--- config.mk ---
export PLATFORM = sky130hd
export DESIGN_NAME = rcc_filter
export DESIGN_NICKNAME = d
export VERILOG_FILES = /design/src/rtl/rcc_pkg.sv /design/src/rtl/rcc_filter.sv
export SDC_FILE = /design/constraint.sdc
export NUM_CORES = 2
export LEC_CHECK = 0
export BUFFER_PORTS_ARGS = -buffer_cell sky130_fd_sc_hd__buf_2
export CAP_MARGIN = 10
export CORE_MARGIN = 2
export CORE_UTILIZATION = 35
export DETAILED_ROUTE_END_ITERATION = 7
export GPL_TIMING_DRIVEN = 0
export PLACE_DENSITY = 0.58
export SLEW_MARGIN = 20
export SYNTH_ARGS = -nofsm -noshare
export SYNTH_HDL_FRONTEND = slang
export SYNTH_SLANG_ARGS = --single-unit
--- constraint.sdc ---
create_clock -name clock -period 14.84 [get_ports clock]
set_input_delay 0.742 -clock clock [delete_from_list [all_inputs] [get_ports clock]]
set_output_delay 0.742 -clock clock [all_outputs]
set_load 0.01 [all_outputs]
--- src/rtl/rcc_pkg.sv ---
// shared constants, register codes and interface types of the rgb 3x3 convolution block
`default_nettype none

package rcc_pkg;

   // image geometry
   localparam int MAX_WIDTH = 2048;
   localparam int COL_BITS  = $clog2(MAX_WIDTH);
   localparam int DIM_BITS  = 12;
   localparam int ROW_BITS  = 12;
   localparam int POS_BITS  = 11;

   // pixel and kernel layout
   localparam int CHAN_BITS = 8;
   localparam int NUM_CHAN  = 3;
   localparam int PIX_BITS  = NUM_CHAN * CHAN_BITS;
   localparam int LINE_BITS = 2 * PIX_BITS;
   localparam int COEF_BITS = 8;
   localparam int KERN_TAPS = 3;
   localparam int WIN_TAPS  = KERN_TAPS * KERN_TAPS;
   localparam int KERN_BITS = KERN_TAPS * COEF_BITS;

   // arithmetic widths
   localparam int PROD_BITS   = CHAN_BITS + COEF_BITS + 1;
   localparam int ROWSUM_BITS = PROD_BITS + 2;
   localparam int TOTAL_BITS  = ROWSUM_BITS + 2;

   // register defaults and limits
   localparam logic [DIM_BITS-1:0] WIDTH_RESET  = DIM_BITS'(640);
   localparam logic [DIM_BITS-1:0] HEIGHT_RESET = DIM_BITS'(480);
   localparam logic [DIM_BITS-1:0] WIDTH_MIN    = DIM_BITS'(3);
   localparam logic [DIM_BITS-1:0] WIDTH_MAX    = DIM_BITS'(MAX_WIDTH);
   localparam logic [DIM_BITS-1:0] HEIGHT_MIN   = DIM_BITS'(1);
   localparam logic [DIM_BITS-1:0] HEIGHT_MAX   = DIM_BITS'(2048);

   // register port
   localparam int CSR_ADDR_BITS = 5;
   localparam int CSR_DATA_BITS = 32;
   localparam int REG_IDX_BITS  = CSR_ADDR_BITS - 2;

   typedef enum logic [REG_IDX_BITS-1:0] {
      REG_IMAGE_WIDTH   = 3'd0,
      REG_IMAGE_HEIGHT  = 3'd1,
      REG_KERNEL_TOP    = 3'd2,
      REG_KERNEL_MIDDLE = 3'd3,
      REG_KERNEL_BOTTOM = 3'd4
   } rcc_reg_type;

   typedef enum logic {
      OP_PIXEL = 1'b0,
      OP_PAD   = 1'b1
   } rcc_op_type;

   // effective configuration seen by the datapath
   typedef struct packed {
      logic [DIM_BITS-1:0]                 width_last;
      logic [DIM_BITS-1:0]                 height;
      logic [KERN_TAPS-1:0][KERN_BITS-1:0] kernel;
   } rcc_cfg_type;

   // one filter window with the position of its result
   typedef struct packed {
      logic [WIN_TAPS-1:0][PIX_BITS-1:0] taps;
      logic [POS_BITS-1:0]               row;
      logic [POS_BITS-1:0]               col;
      logic                              done;
   } rcc_tap_type;

endpackage

`default_nettype wire

--- src/rtl/rcc_filter.sv ---
// per-channel 3x3 multiply-accumulate, saturation and result register
`default_nettype none

module rcc_filter (
   input  wire logic                          clock,
   input  wire logic                          reset,
   input  wire rcc_pkg::rcc_cfg_type          cfg,
   input  wire logic                          tap_valid,
   output logic                               tap_ready,
   input  wire rcc_pkg::rcc_tap_type          tap,
   output logic                               rsp_valid,
   input  wire logic                          rsp_stall,
   output logic [rcc_pkg::CHAN_BITS-1:0]      rsp_red_out,
   output logic [rcc_pkg::CHAN_BITS-1:0]      rsp_green_out,
   output logic [rcc_pkg::CHAN_BITS-1:0]      rsp_blue_out,
   output logic [rcc_pkg::POS_BITS-1:0]       rsp_out_row,
   output logic [rcc_pkg::POS_BITS-1:0]       rsp_out_col,
   output logic                               rsp_frame_done
);

   function automatic logic signed [rcc_pkg::PROD_BITS-1:0] tap_product(
      input logic [rcc_pkg::CHAN_BITS-1:0] pix,
      input logic [rcc_pkg::COEF_BITS-1:0] coef
   );
      logic signed [rcc_pkg::PROD_BITS-1:0] pix_s;
      logic signed [rcc_pkg::PROD_BITS-1:0] coef_s;
      pix_s  = $signed({{(rcc_pkg::PROD_BITS-rcc_pkg::CHAN_BITS){1'b0}}, pix});
      coef_s = rcc_pkg::PROD_BITS'($signed(coef));
      return pix_s * coef_s;
   endfunction

   function automatic logic [rcc_pkg::CHAN_BITS-1:0] saturate(
      input logic signed [rcc_pkg::TOTAL_BITS-1:0] total
   );
      logic signed [rcc_pkg::TOTAL_BITS-1:0] top;
      top = rcc_pkg::TOTAL_BITS'((1 << rcc_pkg::CHAN_BITS) - 1);
      if (total < 0) begin
         return '0;
      end else if (total > top) begin
         return '1;
      end else begin
         return total[rcc_pkg::CHAN_BITS-1:0];
      end
   endfunction

   logic signed [rcc_pkg::ROWSUM_BITS-1:0] row_sum_in [rcc_pkg::NUM_CHAN][rcc_pkg::KERN_TAPS];
   logic signed [rcc_pkg::ROWSUM_BITS-1:0] row_sum_ff [rcc_pkg::NUM_CHAN][rcc_pkg::KERN_TAPS];
   logic                                   s3_valid_ff, s3_valid_in;
   logic [rcc_pkg::POS_BITS-1:0]           s3_row_ff;
   logic [rcc_pkg::POS_BITS-1:0]           s3_col_ff;
   logic                                   s3_done_ff;

   logic signed [rcc_pkg::TOTAL_BITS-1:0]  total [rcc_pkg::NUM_CHAN];
   logic [rcc_pkg::CHAN_BITS-1:0]          chan_in [rcc_pkg::NUM_CHAN];
   logic [rcc_pkg::CHAN_BITS-1:0]          chan_ff [rcc_pkg::NUM_CHAN];
   logic                                   rsp_valid_ff, rsp_valid_in;
   logic [rcc_pkg::POS_BITS-1:0]           rsp_row_ff;
   logic [rcc_pkg::POS_BITS-1:0]           rsp_col_ff;
   logic                                   rsp_done_ff;

   logic out_ready;
   logic s3_ready;
   logic move2;
   logic move3;

   assign out_ready = !rsp_valid_ff || !rsp_stall;
   assign s3_ready  = !s3_valid_ff || out_ready;
   assign tap_ready = s3_ready;
   assign move2     = tap_valid && s3_ready;
   assign move3     = s3_valid_ff && out_ready;

   // red sits in the top byte of a pixel
   always_comb begin
      for (int ch = 0; ch < rcc_pkg::NUM_CHAN; ch++) begin
         for (int i = 0; i < rcc_pkg::KERN_TAPS; i++) begin
            row_sum_in[ch][i] =
                 rcc_pkg::ROWSUM_BITS'(tap_product(
                    tap.taps[i*3][(rcc_pkg::NUM_CHAN-1-ch)*rcc_pkg::CHAN_BITS +: rcc_pkg::CHAN_BITS],
                    cfg.kernel[i][0 +: rcc_pkg::COEF_BITS]))
               + rcc_pkg::ROWSUM_BITS'(tap_product(
                    tap.taps[i*3+1][(rcc_pkg::NUM_CHAN-1-ch)*rcc_pkg::CHAN_BITS +: rcc_pkg::CHAN_BITS],
                    cfg.kernel[i][rcc_pkg::COEF_BITS +: rcc_pkg::COEF_BITS]))
               + rcc_pkg::ROWSUM_BITS'(tap_product(
                    tap.taps[i*3+2][(rcc_pkg::NUM_CHAN-1-ch)*rcc_pkg::CHAN_BITS +: rcc_pkg::CHAN_BITS],
                    cfg.kernel[i][2*rcc_pkg::COEF_BITS +: rcc_pkg::COEF_BITS]));
         end
      end
   end

   always_comb begin
      if (move2) begin
         s3_valid_in = 1'b1;
      end else if (move3) begin
         s3_valid_in = 1'b0;
      end else begin
         s3_valid_in = s3_valid_ff;
      end
   end

   always_ff @(posedge clock) begin
      if (reset) begin
         s3_valid_ff <= 1'b0;
      end else begin
         s3_valid_ff <= s3_valid_in;
      end
   end

   always_ff @(posedge clock) begin
      if (move2) begin
         row_sum_ff <= row_sum_in;
         s3_row_ff  <= tap.row;
         s3_col_ff  <= tap.col;
         s3_done_ff <= tap.done;
      end
   end

   always_comb begin
      for (int ch = 0; ch < rcc_pkg::NUM_CHAN; ch++) begin
         total[ch] = rcc_pkg::TOTAL_BITS'(row_sum_ff[ch][0])
                   + rcc_pkg::TOTAL_BITS'(row_sum_ff[ch][1])
                   + rcc_pkg::TOTAL_BITS'(row_sum_ff[ch][2]);
         chan_in[ch] = saturate(total[ch]);
      end
   end

   always_comb begin
      if (move3) begin
         rsp_valid_in = 1'b1;
      end else if (!rsp_stall) begin
         rsp_valid_in = 1'b0;
      end else begin
         rsp_valid_in = rsp_valid_ff;
      end
   end

   always_ff @(posedge clock) begin
      if (reset) begin
         rsp_valid_ff <= 1'b0;
      end else begin
         rsp_valid_ff <= rsp_valid_in;
      end
   end

   always_ff @(posedge clock) begin
      if (move3) begin
         chan_ff     <= chan_in;
         rsp_row_ff  <= s3_row_ff;
         rsp_col_ff  <= s3_col_ff;
         rsp_done_ff <= s3_done_ff;
      end
   end

   assign rsp_valid      = rsp_valid_ff;
   assign rsp_red_out    = chan_ff[0];
   assign rsp_green_out  = chan_ff[1];
   assign rsp_blue_out   = chan_ff[2];
   assign rsp_out_row    = rsp_row_ff;
   assign rsp_out_col    = rsp_col_ff;
   assign rsp_frame_done = rsp_done_ff;

endmodule

`default_nettype wire

; Yosys cells after proc, flatten, opt, wreduce, memory -nomap -nowiden
; Index checks and enable logic that the tools add are counted.
[classes]
addsub = 24
mul = 27
div = 0
n_lt_le_gt_ge = 6
eq_ne = 1
n_shift = 0
mux = 7
bitwise_logic = 0
n_reduce_logical = 8
[ops]
columns = op, n
row1 = multiplier 9 x 8 -> 17 bit, 27
row2 = adder 18 x 17 -> 19 bit, 9
row3 = adder 17 x 17 -> 18 bit, 9
row4 = adder 20 x 19 -> 21 bit, 3
row5 = > comparator 21 x 9 -> 1 bit (second input constant), 3
row6 = < comparator 21 x 1 -> 1 bit (second input constant), 3
row7 = adder 19 x 19 -> 20 bit, 3
row8 = 2-to-1 mux 8 bit, 3
row9 = 2-to-1 mux 1 bit, 4
row10 = logical NOT 1 bit, 3
row11 = logical AND 1 bit, 2
row12 = logical OR 1 bit, 2
row13 = inequality test 2 x 1 -> 1 bit (second input constant), 1
row14 = nonzero test 2 bit, 1
[totals]
ff_bits = 243
latchBits = 0
ramBits = 0
mem_bits_ro = 0
inputBits = 339
out_inout_bits = 49
word_cells = 93
mem_count = 0

; Logic depth before layout (Yosys ltp)
[logic_depth]
word_depth = 5
depth_mapped = 25
depth_no_buf = 24

; Least setup slack after synthesis
; Ideal clock, no wire load.
[synth_timing]
path_kind = input-to-reg
startpoint = input cfg[3] (netlist bit)
endpoint = register row_sum_ff[112] (netlist bit) (data pin)
setup_ns = 0.266
arrival_ns = 6.536
required_ns = 14.574
path_slack_ns = 8.038
cell_stages = 24
n_path_buf = 1
path_cell_list = clkbuf_1 > nand2_1 > fa_1 > inv_1 > fa_1 > inv_1 > fa_1 > fa_1 > inv_1 > fa_1 > inv_1 > fa_1 > inv_1 > fa_1 > ha_1 > nor2b_1 > o21ai_0 > a21boi_1 > o21ai_0 > nand2b_1 > a21o_1 > a41o_1 > o41ai_1 > xnor2_1
[synth_rtl]
columns = item, line_no
row1 = from (decl), rcc_filter.sv:7  ; input wire rcc_pkg::rcc_cfg_type cfg,
row2 = to (signal assigned), rcc_filter.sv:110  ; row_sum_ff <= row_sum_in;
row3 = to (decl), rcc_filter.sv:47  ; logic signed [rcc_pkg::ROWSUM_BITS-1:0] row_sum_ff [rcc_pkg::NUM_CHAN][rcc_pkg::KERN_TAPS];

==> run metrics <==
Storage cell area 7280 sq um; Post-Syn Nets 10.8k; hpwl dp 199,000 um; Seq/Total Area, Yosys 0.0969; PortBufs 363; final-report hold violation count 0; Overflow after GRT 0; Die H 467 um; Fillers 21.8k; Hold Path Cell Cnt 1; DP Area 80,600 sq um; post-synth top area cell fa_1; Worst Path Buf+Inv 7; pin count of the biggest net entering global routing 53; Min-Delay Path Class primary input to flop; Hold Path Origin tap[22]; synthesized instance count 7,833; RSZ-0062 raised after global routing no; clk buf depth 3; layout cells sized above 1 0.0563; RR Endpoint rsp_red_out[3]; Post-Synthesis Cell Area 75,100 sq um; Final setup viols 0; Final Cycle Share 0.528; First-pass DRT Iterations 6; commonest non-fill, non-tap cell in the layout inv_1; Die ar. 218,000 sq um; Slew Limit Headroom 0.342; Post-DRT Antenna Nets 0; initial drt markers 3,249; cell family with most CP delay adder cells; critical-path cell list buf_2 -> clkbuf_1 -> nand2_1 -> fa_1 -> inv_1 -> fa_1 -> inv_1 -> fa_1 -> fa_1 -> inv_1 -> fa_1 -> inv_1 -> fa_1 -> inv_1 -> fa_1 -> ha_1 -> nor2b_1 -> o21ai_0 -> a21boi_0 -> o21ai_0 -> a211oi_1 -> nor3_1 -> or3_1 -> xnor2_1; Boundary Pins 388; root buffer cell clkbuf_16; highest-delay cell along the critical path clkbuf_1; most frequent cells in the layout 2,160 x inv_1, 1,548 x fa_1, 1,038 x ha_1; CTS tree yes; initial core utilization 0.351; Design Area, Final 81,700 sq um; Post-CTS Hold Buffers 0; Worst setup SP type primary input; Synth top area share 0.413; WL final 225,000 um; # rows 170; H-tree levels 1; synth unique cells 83; flop2flop setup slack 10.24 ns; Max Cap Viol 0; Setup crit end row_sum_ff[72]; clock slew at reported path FFs 0.07 ns; global-route wire length before repair 345,000 um; fin crit period 7.84 ns; Mapped Avg Cell Area 9.59 sq um; Multi-input gate area 59,200 sq um; Resize count post-CTS 0; Avg WL per Cell 20.2 um; Sink Count 243; FF+latch count, synth 243; detailed-route DRC error count 0; Final #Nets 11.2k; clock skew 0.0251 ns; Required @ worst endpoint 15.15 ns; die width 467 um; yosys warns 0; total setup buffers inserted after CTS 0; crit path DAT 8.15 ns; via count 53.5k; Worst path depth 24; critical path fanouts, max 10; CP Capture Type flop; status completed; depth of the most critical reg-to-reg path 12; antenna violations before repair 76; max frequency 128 MHz; number of enable flip-flop cells after synthesis 241; Area contributors post-synth fa_1 41%, ha_1 17%, inv_1 11%, edfxtp_1 9.6%, and2_1 7.6%; worst skew pair latency 0.59 ns; cts bufs inserted 30; Crit Path Class primary input to flop; slowest cell delay on critical path 0.67 ns; RePlAce Congestion 0.912; CP startpoint cfg[52]; global-route usage over all layers 0.209; ys flop type edfxtp_1; Vias/cell 4.81; Fin Setup TNS 0 ns; vias in the first global route 56.8k; Synth-to-Final Area Change 8.82%; core area 214,000 sq um; asr flop ratio synth 0; Max Transition Viols Final 0; reg2reg start row_sum_ff[134]; most frequent CP cell fa_1; slew of the pin with the lowest slew margin 0.988 ns
[cells by family after synthesis]
logic type	share of synthesized area
simple gates	0.147
fa+ha+maj	0.585
compound gates	0.0347
buf+inv	0.115
xor+xnor	0.0201
mux	0.000283
flops	0.0969
[cell usage after synthesis (3+ instances only)]
cell type,count
inv_1,2160
fa_1,1548
ha_1,1038
and2_1,914
nand2_1,677
edfxtp_1,241
nor2_1,227
clkbuf_1,145
xnor2_1,139
a21oi_1,121
nand2b_1,83
o21ai_0,53
nor3_1,50
nand3_1,49
nor2b_1,45
a21o_1,33
xor2_1,33
or3_1,24
o21a_1,20
a21boi_0,17
and3_1,16
a211oi_1,15
a31oi_1,14
o21bai_1,13
a211o_1,10
or2_2,10
nand3b_1,8
o2111ai_1,8
o41ai_1,8
a2111oi_0,7
o211ai_1,7
o21ai_1,7
nand4_1,6
nor3b_1,6
nand4b_1,5
a21oi_2,4
a41o_1,4
nor4_1,4
o31a_1,4
o31ai_1,4
a22o_1,3
a31o_2,3
[layout make-up]
type / instances / area share
Multi-Input combinational cell: 5282 / 0.724
Inverter: 2162 / 0.0993
Sequential cell: 243 / 0.0890
Tap cell: 2838 / 0.0434
Timing Repair Buffer: 369 / 0.0239
Clock buffer: 35 / 0.00941
Buffer: 146 / 0.00681
Clock inverter: 21 / 0.00300
Antenna cell: 32 / 0.000980
[worst min path at each step]
stage                      to
2_1_floorplan  rsp_frame_done
5_1_grt          s3_col_ff[2]
4_1_cts          s3_col_ff[2]
3_3_place_gp   rsp_out_row[0]
3_5_place_dp   rsp_out_row[1]
6_report        s3_row_ff[10]
[layer usage]
| metal | wire length (um) | vias up | global-route usage |
|---|---|---|---|
| met5 | 292 | - | 0 |
| met4 | 7310 | 42 | 0.0579 |
| met3 | 13300 | 335 | 0.0251 |
| met2 | 106000 | 1547 | 0.345 |
| met1 | 98300 | 27400 | 0.289 |
| li1 | - | 24100 | - |
[stage by stage]
step	setup slack (ns)	utilization	hold WS, ns	instances
finish	7.00	0.382	0.337	11100
global placement	6.28	0.376	0.402	11000
global route	6.60	0.382	0.303	11100
floorplan	8.04	-	0.400	7833
CTS	7.09	0.382	0.298	11100
detailed placement	6.52	0.377	0.405	11000
[flip-flops by register name, indices dropped and copies added, names as in the netlist]
| name | flops |
|---|---|
| s3_row_ff | 11 |
| rsp_blue_out | 8 |
| s3_col_ff | 11 |
| rsp_valid | 1 |
| row_sum_ff | 171 |
| s3_valid_ff | 1 |
| rsp_green_out | 8 |
| rsp_out_row | 11 |
| rsp_out_col | 11 |
| rsp_red_out | 8 |
| s3_done_ff | 1 |
| rsp_frame_done | 1 |
[worst register-to-register path, delay by kind of cell (launching register included)]
kind | cells | cell delay, ns
compound gates | 7 | 1.96
fa+ha+maj | 3 | 1.21
simple gates | 2 | 0.70
flops | 1 | 0.43
Power is not shown: default switching activity piles up to over one toggle a cycle in this logic, so the estimate is an artifact.
