==> config.mk <==
export PLATFORM = sky130hd
export DESIGN_NAME = rcc_csr
export DESIGN_NICKNAME = d
export VERILOG_FILES = /design/src/rtl/rcc_pkg.sv /design/src/rtl/rcc_csr.sv
export SDC_FILE = /design/constraint.sdc
export NUM_CORES = 1
export LEC_CHECK = 0
export ABC_AREA = 1
export BUFFER_PORTS_ARGS = -buffer_cell sky130_fd_sc_hd__buf_2
export CORE_UTILIZATION = 35
export DETAILED_ROUTE_END_ITERATION = 12
export PLACE_DENSITY_LB_ADDON = 0.3
export SLEW_MARGIN = 10
export SYNTH_ARGS = -nofsm -noshare
export SYNTH_HDL_FRONTEND = slang
export SYNTH_SLANG_ARGS = --single-unit
==> constraint.sdc <==
create_clock -name clock -period 6.2 [get_ports clock]
set_input_delay 1.24 -clock clock [delete_from_list [all_inputs] [get_ports clock]]
set_output_delay 1.24 -clock clock [all_outputs]
set_load 0.1 [all_outputs]
==> src/rtl/rcc_pkg.sv <==
// shared constants, register codes and interface types of the rgb 3x3 convolution block
`default_nettype none

package rcc_pkg;

   // image geometry
   localparam int MAX_WIDTH = 2048;
   localparam int COL_BITS  = $clog2(MAX_WIDTH);
   localparam int DIM_BITS  = 12;
   localparam int ROW_BITS  = 12;
   localparam int POS_BITS  = 11;

   // pixel and kernel layout
   localparam int CHAN_BITS = 8;
   localparam int NUM_CHAN  = 3;
   localparam int PIX_BITS  = NUM_CHAN * CHAN_BITS;
   localparam int LINE_BITS = 2 * PIX_BITS;
   localparam int COEF_BITS = 8;
   localparam int KERN_TAPS = 3;
   localparam int WIN_TAPS  = KERN_TAPS * KERN_TAPS;
   localparam int KERN_BITS = KERN_TAPS * COEF_BITS;

   // arithmetic widths
   localparam int PROD_BITS   = CHAN_BITS + COEF_BITS + 1;
   localparam int ROWSUM_BITS = PROD_BITS + 2;
   localparam int TOTAL_BITS  = ROWSUM_BITS + 2;

   // register defaults and limits
   localparam logic [DIM_BITS-1:0] WIDTH_RESET  = DIM_BITS'(640);
   localparam logic [DIM_BITS-1:0] HEIGHT_RESET = DIM_BITS'(480);
   localparam logic [DIM_BITS-1:0] WIDTH_MIN    = DIM_BITS'(3);
   localparam logic [DIM_BITS-1:0] WIDTH_MAX    = DIM_BITS'(MAX_WIDTH);
   localparam logic [DIM_BITS-1:0] HEIGHT_MIN   = DIM_BITS'(1);
   localparam logic [DIM_BITS-1:0] HEIGHT_MAX   = DIM_BITS'(2048);

   // register port
   localparam int CSR_ADDR_BITS = 5;
   localparam int CSR_DATA_BITS = 32;
   localparam int REG_IDX_BITS  = CSR_ADDR_BITS - 2;

   typedef enum logic [REG_IDX_BITS-1:0] {
      REG_IMAGE_WIDTH   = 3'd0,
      REG_IMAGE_HEIGHT  = 3'd1,
      REG_KERNEL_TOP    = 3'd2,
      REG_KERNEL_MIDDLE = 3'd3,
      REG_KERNEL_BOTTOM = 3'd4
   } rcc_reg_type;

   typedef enum logic {
      OP_PIXEL = 1'b0,
      OP_PAD   = 1'b1
   } rcc_op_type;

   // effective configuration seen by the datapath
   typedef struct packed {
      logic [DIM_BITS-1:0]                 width_last;
      logic [DIM_BITS-1:0]                 height;
      logic [KERN_TAPS-1:0][KERN_BITS-1:0] kernel;
   } rcc_cfg_type;

   // one filter window with the position of its result
   typedef struct packed {
      logic [WIN_TAPS-1:0][PIX_BITS-1:0] taps;
      logic [POS_BITS-1:0]               row;
      logic [POS_BITS-1:0]               col;
      logic                              done;
   } rcc_tap_type;

endpackage

`default_nettype wire

==> src/rtl/rcc_csr.sv <==
// configuration registers behind the apb-style port
`default_nettype none

module rcc_csr (
   input  wire logic                              clock,
   input  wire logic                              reset,
   input  wire logic                              csr_psel,
   input  wire logic                              csr_penable,
   input  wire logic                              csr_pwrite,
   input  wire logic [rcc_pkg::CSR_ADDR_BITS-1:0] csr_paddr,
   input  wire logic [rcc_pkg::CSR_DATA_BITS-1:0] csr_pwdata,
   output logic      [rcc_pkg::CSR_DATA_BITS-1:0] csr_prdata,
   output logic                                   csr_pready,
   output rcc_pkg::rcc_cfg_type                   cfg
);

   logic [rcc_pkg::DIM_BITS-1:0]     width_ff;
   logic [rcc_pkg::DIM_BITS-1:0]     height_ff;
   logic [rcc_pkg::KERN_BITS-1:0]    ktop_ff;
   logic [rcc_pkg::KERN_BITS-1:0]    kmid_ff;
   logic [rcc_pkg::KERN_BITS-1:0]    kbot_ff;
   logic [rcc_pkg::REG_IDX_BITS-1:0] reg_idx;
   logic                             wr_en;
   logic [rcc_pkg::DIM_BITS-1:0]     width_eff;
   logic [rcc_pkg::DIM_BITS-1:0]     height_eff;

   assign reg_idx    = csr_paddr[rcc_pkg::CSR_ADDR_BITS-1:2];
   assign wr_en      = csr_psel && csr_penable && csr_pwrite && csr_pready;
   assign csr_pready = 1'b1;

   always_ff @(posedge clock) begin
      if (reset) begin
         width_ff  <= rcc_pkg::WIDTH_RESET;
         height_ff <= rcc_pkg::HEIGHT_RESET;
         ktop_ff   <= '0;
         kmid_ff   <= '0;
         kbot_ff   <= '0;
      end else if (wr_en) begin
         case (reg_idx)
            rcc_pkg::REG_IMAGE_WIDTH: begin
               width_ff <= csr_pwdata[rcc_pkg::DIM_BITS-1:0];
            end
            rcc_pkg::REG_IMAGE_HEIGHT: begin
               height_ff <= csr_pwdata[rcc_pkg::DIM_BITS-1:0];
            end
            rcc_pkg::REG_KERNEL_TOP: begin
               ktop_ff <= csr_pwdata[rcc_pkg::KERN_BITS-1:0];
            end
            rcc_pkg::REG_KERNEL_MIDDLE: begin
               kmid_ff <= csr_pwdata[rcc_pkg::KERN_BITS-1:0];
            end
            rcc_pkg::REG_KERNEL_BOTTOM: begin
               kbot_ff <= csr_pwdata[rcc_pkg::KERN_BITS-1:0];
            end
            default: begin
            end
         endcase
      end
   end

   always_comb begin
      case (reg_idx)
         rcc_pkg::REG_IMAGE_WIDTH:   csr_prdata = rcc_pkg::CSR_DATA_BITS'(width_ff);
         rcc_pkg::REG_IMAGE_HEIGHT:  csr_prdata = rcc_pkg::CSR_DATA_BITS'(height_ff);
         rcc_pkg::REG_KERNEL_TOP:    csr_prdata = rcc_pkg::CSR_DATA_BITS'(ktop_ff);
         rcc_pkg::REG_KERNEL_MIDDLE: csr_prdata = rcc_pkg::CSR_DATA_BITS'(kmid_ff);
         rcc_pkg::REG_KERNEL_BOTTOM: csr_prdata = rcc_pkg::CSR_DATA_BITS'(kbot_ff);
         default:                    csr_prdata = '0;
      endcase
   end

   // saturate geometry to the supported range
   always_comb begin
      if (width_ff < rcc_pkg::WIDTH_MIN) begin
         width_eff = rcc_pkg::WIDTH_MIN;
      end else if (width_ff > rcc_pkg::WIDTH_MAX) begin
         width_eff = rcc_pkg::WIDTH_MAX;
      end else begin
         width_eff = width_ff;
      end
      if (height_ff < rcc_pkg::HEIGHT_MIN) begin
         height_eff = rcc_pkg::HEIGHT_MIN;
      end else if (height_ff > rcc_pkg::HEIGHT_MAX) begin
         height_eff = rcc_pkg::HEIGHT_MAX;
      end else begin
         height_eff = height_ff;
      end
   end

   assign cfg.width_last = width_eff - rcc_pkg::DIM_BITS'(1);
   assign cfg.height     = height_eff;
   assign cfg.kernel[0]  = ktop_ff;
   assign cfg.kernel[1]  = kmid_ff;
   assign cfg.kernel[2]  = kbot_ff;

endmodule

`default_nettype wire

After elaboration in Yosys (flattened, before gate mapping)
Index checks and enable logic that the tools add are counted.
- output and inout port bits: 129
- input port bits: 42
- register bits after elaboration: 96
- word-level logic and storage cells: 27
- $add $sub $neg: 1
- order comparisons: 4
- eq/ne operators: 4
- reduce and logical (&&, ||, !) cells: 8
- muxes and demuxes: 5
- operators with widths (operator ; count):
    24-bit case mux with 5 select lines ; 1
    12-bit two-way mux ; 4
    12-bit greater-than comparator (second input constant) ; 2
    12-bit by 1-bit < comparator with 1-bit output (second input constant) ; 1
    12-bit by 2-bit < comparator with 1-bit output (second input constant) ; 1
    12-bit by 1-bit subtractor with 12-bit output (second input constant) ; 1
    2-bit AND reduction ; 5
    3-bit by 2-bit == test with 1-bit output (second input constant) ; 2
    3-bit by 1-bit == test with 1-bit output (second input constant) ; 1
    3-bit == test (second input constant) ; 1
    3-bit zero test ; 1
    1-bit logical AND ; 2

Depth between registers and ports, before layout
Gate-level depths: netlist of the first run.
- depth after elaboration: 4
- depth in mapped cells: 15
- depth with buffers taken out: 14

Worst setup path after synthesis of the first run
OpenSTA, ideal clock, no wires.
- kind: flip-flop to output port
- start: register width_ff[4] in the netlist's numbering
- end: output cfg[90] in the netlist's numbering
- buffers on the path: 1
- required time: 4960 ps
- stages on the path, launching flop included: 14
- arrival: 3935 ps
- slack: 1025 ps
- cells stage by stage: dfxtp_1 -> nor2_1 -> nand2_1 -> nor2_2 -> nand2_1 -> nand2_2 -> buf_6 -> a22oi_1 -> ha_1 -> nand2_1 -> inv_1 -> nand2_2 -> nor2_1 -> xnor2_1
- RTL lines (item ; RTL line ; source):
    from (decl) ; rcc_csr.sv:17 ; logic [rcc_pkg::DIM_BITS-1:0] width_ff;
    from (signal assigned) ; rcc_csr.sv:33 ; width_ff <= rcc_pkg::WIDTH_RESET;
    from (signal assigned) ; rcc_csr.sv:41 ; width_ff <= csr_pwdata[rcc_pkg::DIM_BITS-1:0];
    to (decl) ; rcc_csr.sv:14 ; output rcc_pkg::rcc_cfg_type cfg

Worst setup path in the final report of the first run
- start: input csr_paddr[3] in the netlist's numbering
- end: output csr_prdata[11] in the netlist's numbering
- word-level cells in the longest chain between the ends: 2
- elaborated cells between the ends (all ways): 6
- classes of those cells: eq/ne: 4; mux: 1; reduce/logical: 1
- ends and longest elaborated chain (item ; RTL line ; source):
    from (decl) ; rcc_csr.sv:10 ; input wire logic [rcc_pkg::CSR_ADDR_BITS-1:0] csr_paddr,
    3-bit == test, or another cell as far along ; rcc_csr.sv:62 ; case (reg_idx)
    24-bit case mux with 5 select lines * ; rcc_csr.sv:62 ;
    to (decl) ; rcc_csr.sv:12 ; output logic [rcc_pkg::CSR_DATA_BITS-1:0] csr_prdata,
Every way passes the cells marked *; elsewhere a longest branch is shown, timed or not.

==> flow_summary.json, run 1 <==
{
  "setup_viol": 0,
  "timing.setup.tns_ps": 0,
  "cpMaxStageDelayCell": "nor3_4",
  "r2r_end": "width_ff[4]",
  "cts_buffers": 9,
  "initial_core_util_pct": 36.6,
  "final.period_utilization_pct": 71.1,
  "cts_tree": "built",
  "grt_pass1_vias": 3922,
  "dpl.hpwl_um": 9460,
  "cp_slowest_stage_delay_ps": 620,
  "yosys_warnings": 0,
  "min_period_ps": 4410,
  "hold_violations": 0,
  "cp_num_cells": 7,
  "post-route-drc-count": 0,
  "critPathTopFamily": "buffers and inverters",
  "cp-end-kind": "output pin",
  "reg2reg_from": "width_ff[4]",
  "worst-path-buf-inv": 4,
  "hp-start": "kmid_ff[13]",
  "status": "completed",
  "synth_cell_types": 31,
  "syn_inst": 638,
  "cts_sinks": 96,
  "seq_area_frac_synth_pct": 42.8,
  "area_growth_pct": 24.2,
  "powerDensity_nw_per_um2": 266,
  "clock_latency_ps": 340,
  "wl_um": 14200,
  "cts-root-buf": "clkbuf_16",
  "relSlewSlack_pct": 44.0,
  "place_congestion": 0.801,
  "required_ps": 4960,
  "ys_ff_latch": 96,
  "crit_type": "input port to output pin",
  "power.leakage_nw": 2.57,
  "drive_gt1_share_pct": 25.5,
  "nFillCells": 1295,
  "rrSetupSlack_ps": 5420,
  "synthesis.area_um2": 4490,
  "crit_path_max_fanout": 14,
  "hold_path_class": "flip-flop to flip-flop",
  "die_width_um": 115,
  "cts-resized-gates": 0,
  "async_flop_share_pct": 0,
  "num-nets-final": 810,
  "clk_path_buf_depth": 2,
  "dieHeight_um": 115,
  "synth_edf_count": 0,
  "avgSynthCellArea_um2": 7.03,
  "avgRoutedWirePerCell_um": 15.1,
  "dr_total_vias": 4535,
  "grt_max_degree": 97,
  "rsz0062_at_grt": "false",
  "cpMostUsedCell": "buf_2",
  "antenna_cells": 0,
  "antenna_found_initial": 0,
  "min_to": "kmid_ff[13]",
  "max_freq_mhz": 227,
  "num_rows": 40,
  "worst_pin_slew_ps": 840,
  "hold_buffers": 0,
  "final_util_pct": 45.4,
  "maxSlewViolCount": 0,
  "post_cts_buffers": 0,
  "fin_skew_ps": 0,
  "ant_nets": 0,
  "drt-pass1-iter-count": 4,
  "io_buffers": 150,
  "path_cells": "buf_2 -> inv_1 -> nor3_4 -> buf_4 -> a221oi_1 -> o21ai_0 -> buf_2",
  "rr_worst_depth": 2,
  "grt_pass1_wl_um": 21700,
  "core_area_um2": 12300,
  "ioPinCount": 171,
  "path_clk_slew_ps": 60,
  "hold_depth": 2,
  "drt-initial-drc-count": 369,
  "die-area_um2": 13300,
  "cp.arrival_ps": 3170,
  "ys.flop_type": "dfxtp_1",
  "startpoint_type": "input port",
  "ir_drop_mv": 0.117,
  "maxCapViolCount": 0,
  "htreeDepth": 3,
  "grt.total_usage_pct": 21.6,
  "via_per_inst": 4.82,
  "grt_overflow": 0
}
==> through the flow <==
step	power, mW	cell area (um^2)	std cells	setup WS, ps	hold slack [ps]
floorplan	0.830	4520	646	1030	464
global placement	0.870	5230	924	1830	490
detailed placement	0.871	5230	924	1800	493
CTS	1.49	5570	940	1840	503
global route	1.53	5570	940	1680	524
finish	1.48	5570	940	1790	503
==> per-layer routing <==
layer	vias up	track usage, %	part of all wire (%)
met3	10	5.01	7.3
met2	165	34.6	45
met1	2053	29.0	47
met4	0	5.89	0.68
met5	-	0	0
li1	2307	-	-
==> how the worst max path moves through the flow <==
stage / startpoint / end / slack (ps)
after floorplan: width_ff[4] / cfg[90] / 1030
after global placement: csr_paddr[3] / csr_prdata[11] / 1830
after detailed placement: csr_paddr[3] / csr_prdata[11] / 1800
after CTS: csr_paddr[3] / csr_prdata[11] / 1840
after global routing: csr_paddr[3] / csr_prdata[11] / 1680
final: csr_paddr[3] / csr_prdata[11] / 1790
==> logic make-up after synthesis <==
kind of cell	share of synthesized area (%)
and+or+nand+nor	28.3
AOI/OAI and AO/OA	18.5
DFF	42.8
buffers and inverters	9.31
xor gates and xnor gates	0.586
other	0.167
adders and majority gates	0.279
==> cell usage after synthesis (9+ instances only) <==
cell type  instances  area [um^2]
nand2_1           90          338
o21ai_1           46          230
a21oi_1           18         90.1
inv_1             30          113
clkbuf_1          14         52.6
a221oi_1           9         78.8
o21ai_0           60          300
buf_2              9         45.0
o211ai_1           9         67.6
dfxtp_1           96         1920
buf_4             14          105
nand3_1           18         90.1
nor2_1           175          657
==> registers in the layout, indices dropped and copies added, names as in the netlist <==
name,count
kmid_ff,24
kbot_ff,24
height_ff,12
width_ff,12
ktop_ff,24
==> power by group <==
group          internal [mW]  switching, mW
clock                  0.387          0.240
combinational         0.0367          0.190
sequential             0.624        0.00648
==> layout by cell type, fill, tap and decap left out, drive strengths merged, types with 3 or more instances in the layout <==
cell type	n
nor2	182
buf	153
o21ai	106
nand2	98
dfxtp	96
inv	38
nand3	18
a21oi	18
clkbuf	12
conb	10
a221oi	9
o211ai	9
a22oi	4
nor3	4
a22o	3
==> area by class of cell <==
cell class                 instances  area, um^2  share of cell area [%]
clock buffer                      12         267                    4.78
sequential                        96        1920                    34.5
timing repair buffer             153         773                    13.9
clock inverter                     4        75.1                    1.35
inverter                          39         148                    2.65
multi-input combinational        468        2180                    39.1
tap                              168         210                    3.77
==> tightest hold or removal path: cells and delay by family (launching register included) <==
kind / cells / cell delay, ps
flops: 1 / 320
simple gates: 2 / 150
(Power assumes the default switching activity.)
==> run 2: changes to the inputs <==
clock period = 3.8 ns   (was 6.2 ns; I/O delays follow)
==> run 2 against run 1 <==
  * Sequential power grew 63%
  * Setup slack got worse by 1400 ps
  * Worst hold slack hardly changed
  * Largest cell class unchanged
==> flow_summary.json, run 2 (synthesized netlist as in run 1, its figures left out) <==
{
  "status": "completed",
  "post-route-drc-count": 0,
  "maxSlewViolCount": 0,
  "cts_buffers": 9,
  "antenna_cells": 0,
  "hold_buffers": 0,
  "area_growth_pct": 26.9,
  "grt_pass1_wl_um": 21900,
  "maxCapViolCount": 0,
  "dieHeight_um": 115,
  "cts_tree": "built",
  "hold_violations": 0,
  "grt_pass1_vias": 3979,
  "dr_total_vias": 4595,
  "layout_commonest_cell": "nor2_1",
  "cp-end-kind": "output pin",
  "crit_type": "flip-flop to output pin",
  "mostFrequentLayoutCells": "nor2_1 (175), buf_2 (143), dfxtp_1 (96)",
  "power.leakage_nw": 2.60,
  "powerDensity_nw_per_um2": 411,
  "drive_gt1_share_pct": 26.2,
  "clk_path_buf_depth": 2,
  "die-area_um2": 13300,
  "drt-initial-drc-count": 195,
  "place_congestion": 0.846,
  "worst-path-buf-inv": 2,
  "grt_overflow": 0,
  "cts-resized-gates": 0,
  "wl_um": 14000,
  "required_ps": 3040,
  "fin_skew_ps": 0,
  "cpMaxStageDelayCell": "dfxtp_1",
  "io_buffers": 150,
  "hp-start": "ktop_ff[13]",
  "cp_slowest_stage_delay_ps": 460,
  "drt-pass1-iter-count": 4,
  "post_cts_buffers": 0,
  "num_rows": 40,
  "critPathTopFamily": "simple AND/OR/NAND/NOR gates",
  "antenna_found_initial": 0,
  "setup_viol": 0,
  "die_width_um": 115,
  "htreeDepth": 3,
  "ant_nets": 0,
  "rsz0062_at_grt": "false",
  "reg2reg_from": "width_ff[4]",
  "cts_sinks": 96,
  "ir_drop_mv": 0.170,
  "ioPinCount": 171,
  "via_per_inst": 4.87,
  "crit_start": "width_ff[4]",
  "largestRegisters": "kbot_ff x24, kmid_ff x24, ktop_ff x24",
  "hold_path_class": "flip-flop to flip-flop",
  "avgRoutedWirePerCell_um": 14.9,
  "relSlewSlack_pct": 58.3,
  "initial_core_util_pct": 36.6,
  "cts-root-buf": "clkbuf_16",
  "worst_pin_slew_ps": 624,
  "startpoint_type": "flip-flop",
  "crit_path_max_fanout": 13,
  "final.period_utilization_pct": 90.4,
  "path_cells": "nor2_1 -> nand2_1 -> nor2_2 -> nand2_1 -> nand2_2 -> a22oi_2 -> ha_1 -> nand2_1 -> inv_1 -> nand2_2 -> nor2_2 -> nand3_1 -> nand2_2 -> buf_2",
  "final_util_pct": 46.4,
  "path_clk_slew_ps": 70,
  "grt.total_usage_pct": 21.5,
  "clock_latency_ps": 340,
  "core_area_um2": 12300,
  "num-nets-final": 813,
  "max_freq_mhz": 291,
  "grt_max_degree": 61,
  "cp.arrival_ps": 2680,
  "min_period_ps": 3440,
  "p_total_mw": 2.34,
  "dpl.hpwl_um": 9660
}
run 2: metal layers:
| metal | routed length, um | global-route usage (%) | vias to the layer above |
|---|---|---|---|
| li1 | - | - | 2325 |
| met1 | 6640 | 29.9 | 2090 |
| met2 | 6200 | 33.3 | 169 |
| met3 | 1070 | 5.48 | 11 |
| met4 | 103 | 4.94 | 0 |
| met5 | 0 | 0 | - |
run 2: layout make-up:
type	instances	area, um^2
well taps	168	210
flip-flops and latches	96	1920
multi-input cells	468	2200
fillers	1289	6570
clock inverters	3	40.0
clock buffers	13	260
inverters	39	148
repair buffers	156	913
run 2: path summary, 6_finish.rpt:
path / endpoint / cells past startpoint / slack, ps
min: ktop_ff[13] / 2 / 500
max: cfg[94] / 14 / 360
min reg2reg: ktop_ff[13] / 2 / 500
max reg2reg: width_ff[4] / 2 / 3030
run 2: where the power goes:
group          switching (mW)  internal, mW  total (mW)
sequential             0.0107          1.02        1.03
clock                   0.384         0.545       0.930
combinational           0.311        0.0684       0.380
total                   0.706          1.63        2.34
run 2: tightest hold or removal path, delay by kind of cell, from the launching register on:
kind             cells  cell delay (ps)
flip-flops           1              320
AND/OR/NAND/NOR      2              150
run 2: metrics by stage:
| stage | instance area [um^2] | setup TNS [ps] | cells | hold slack [ps] | setup WS, ps |
|---|---|---|---|---|---|
| 4_1_cts | 5700 | 0 | 943 | 503 | 330 |
| 2_1_floorplan | 4540 | -496 | 646 | 464 | -248 |
| 3_3_place_gp | 5400 | 0 | 927 | 481 | 711 |
| 5_1_grt | 5700 | 0 | 943 | 519 | 121 |
| 6_report | 5700 | 0 | 943 | 502 | 363 |
| 3_5_place_dp | 5400 | 0 | 927 | 493 | 706 |
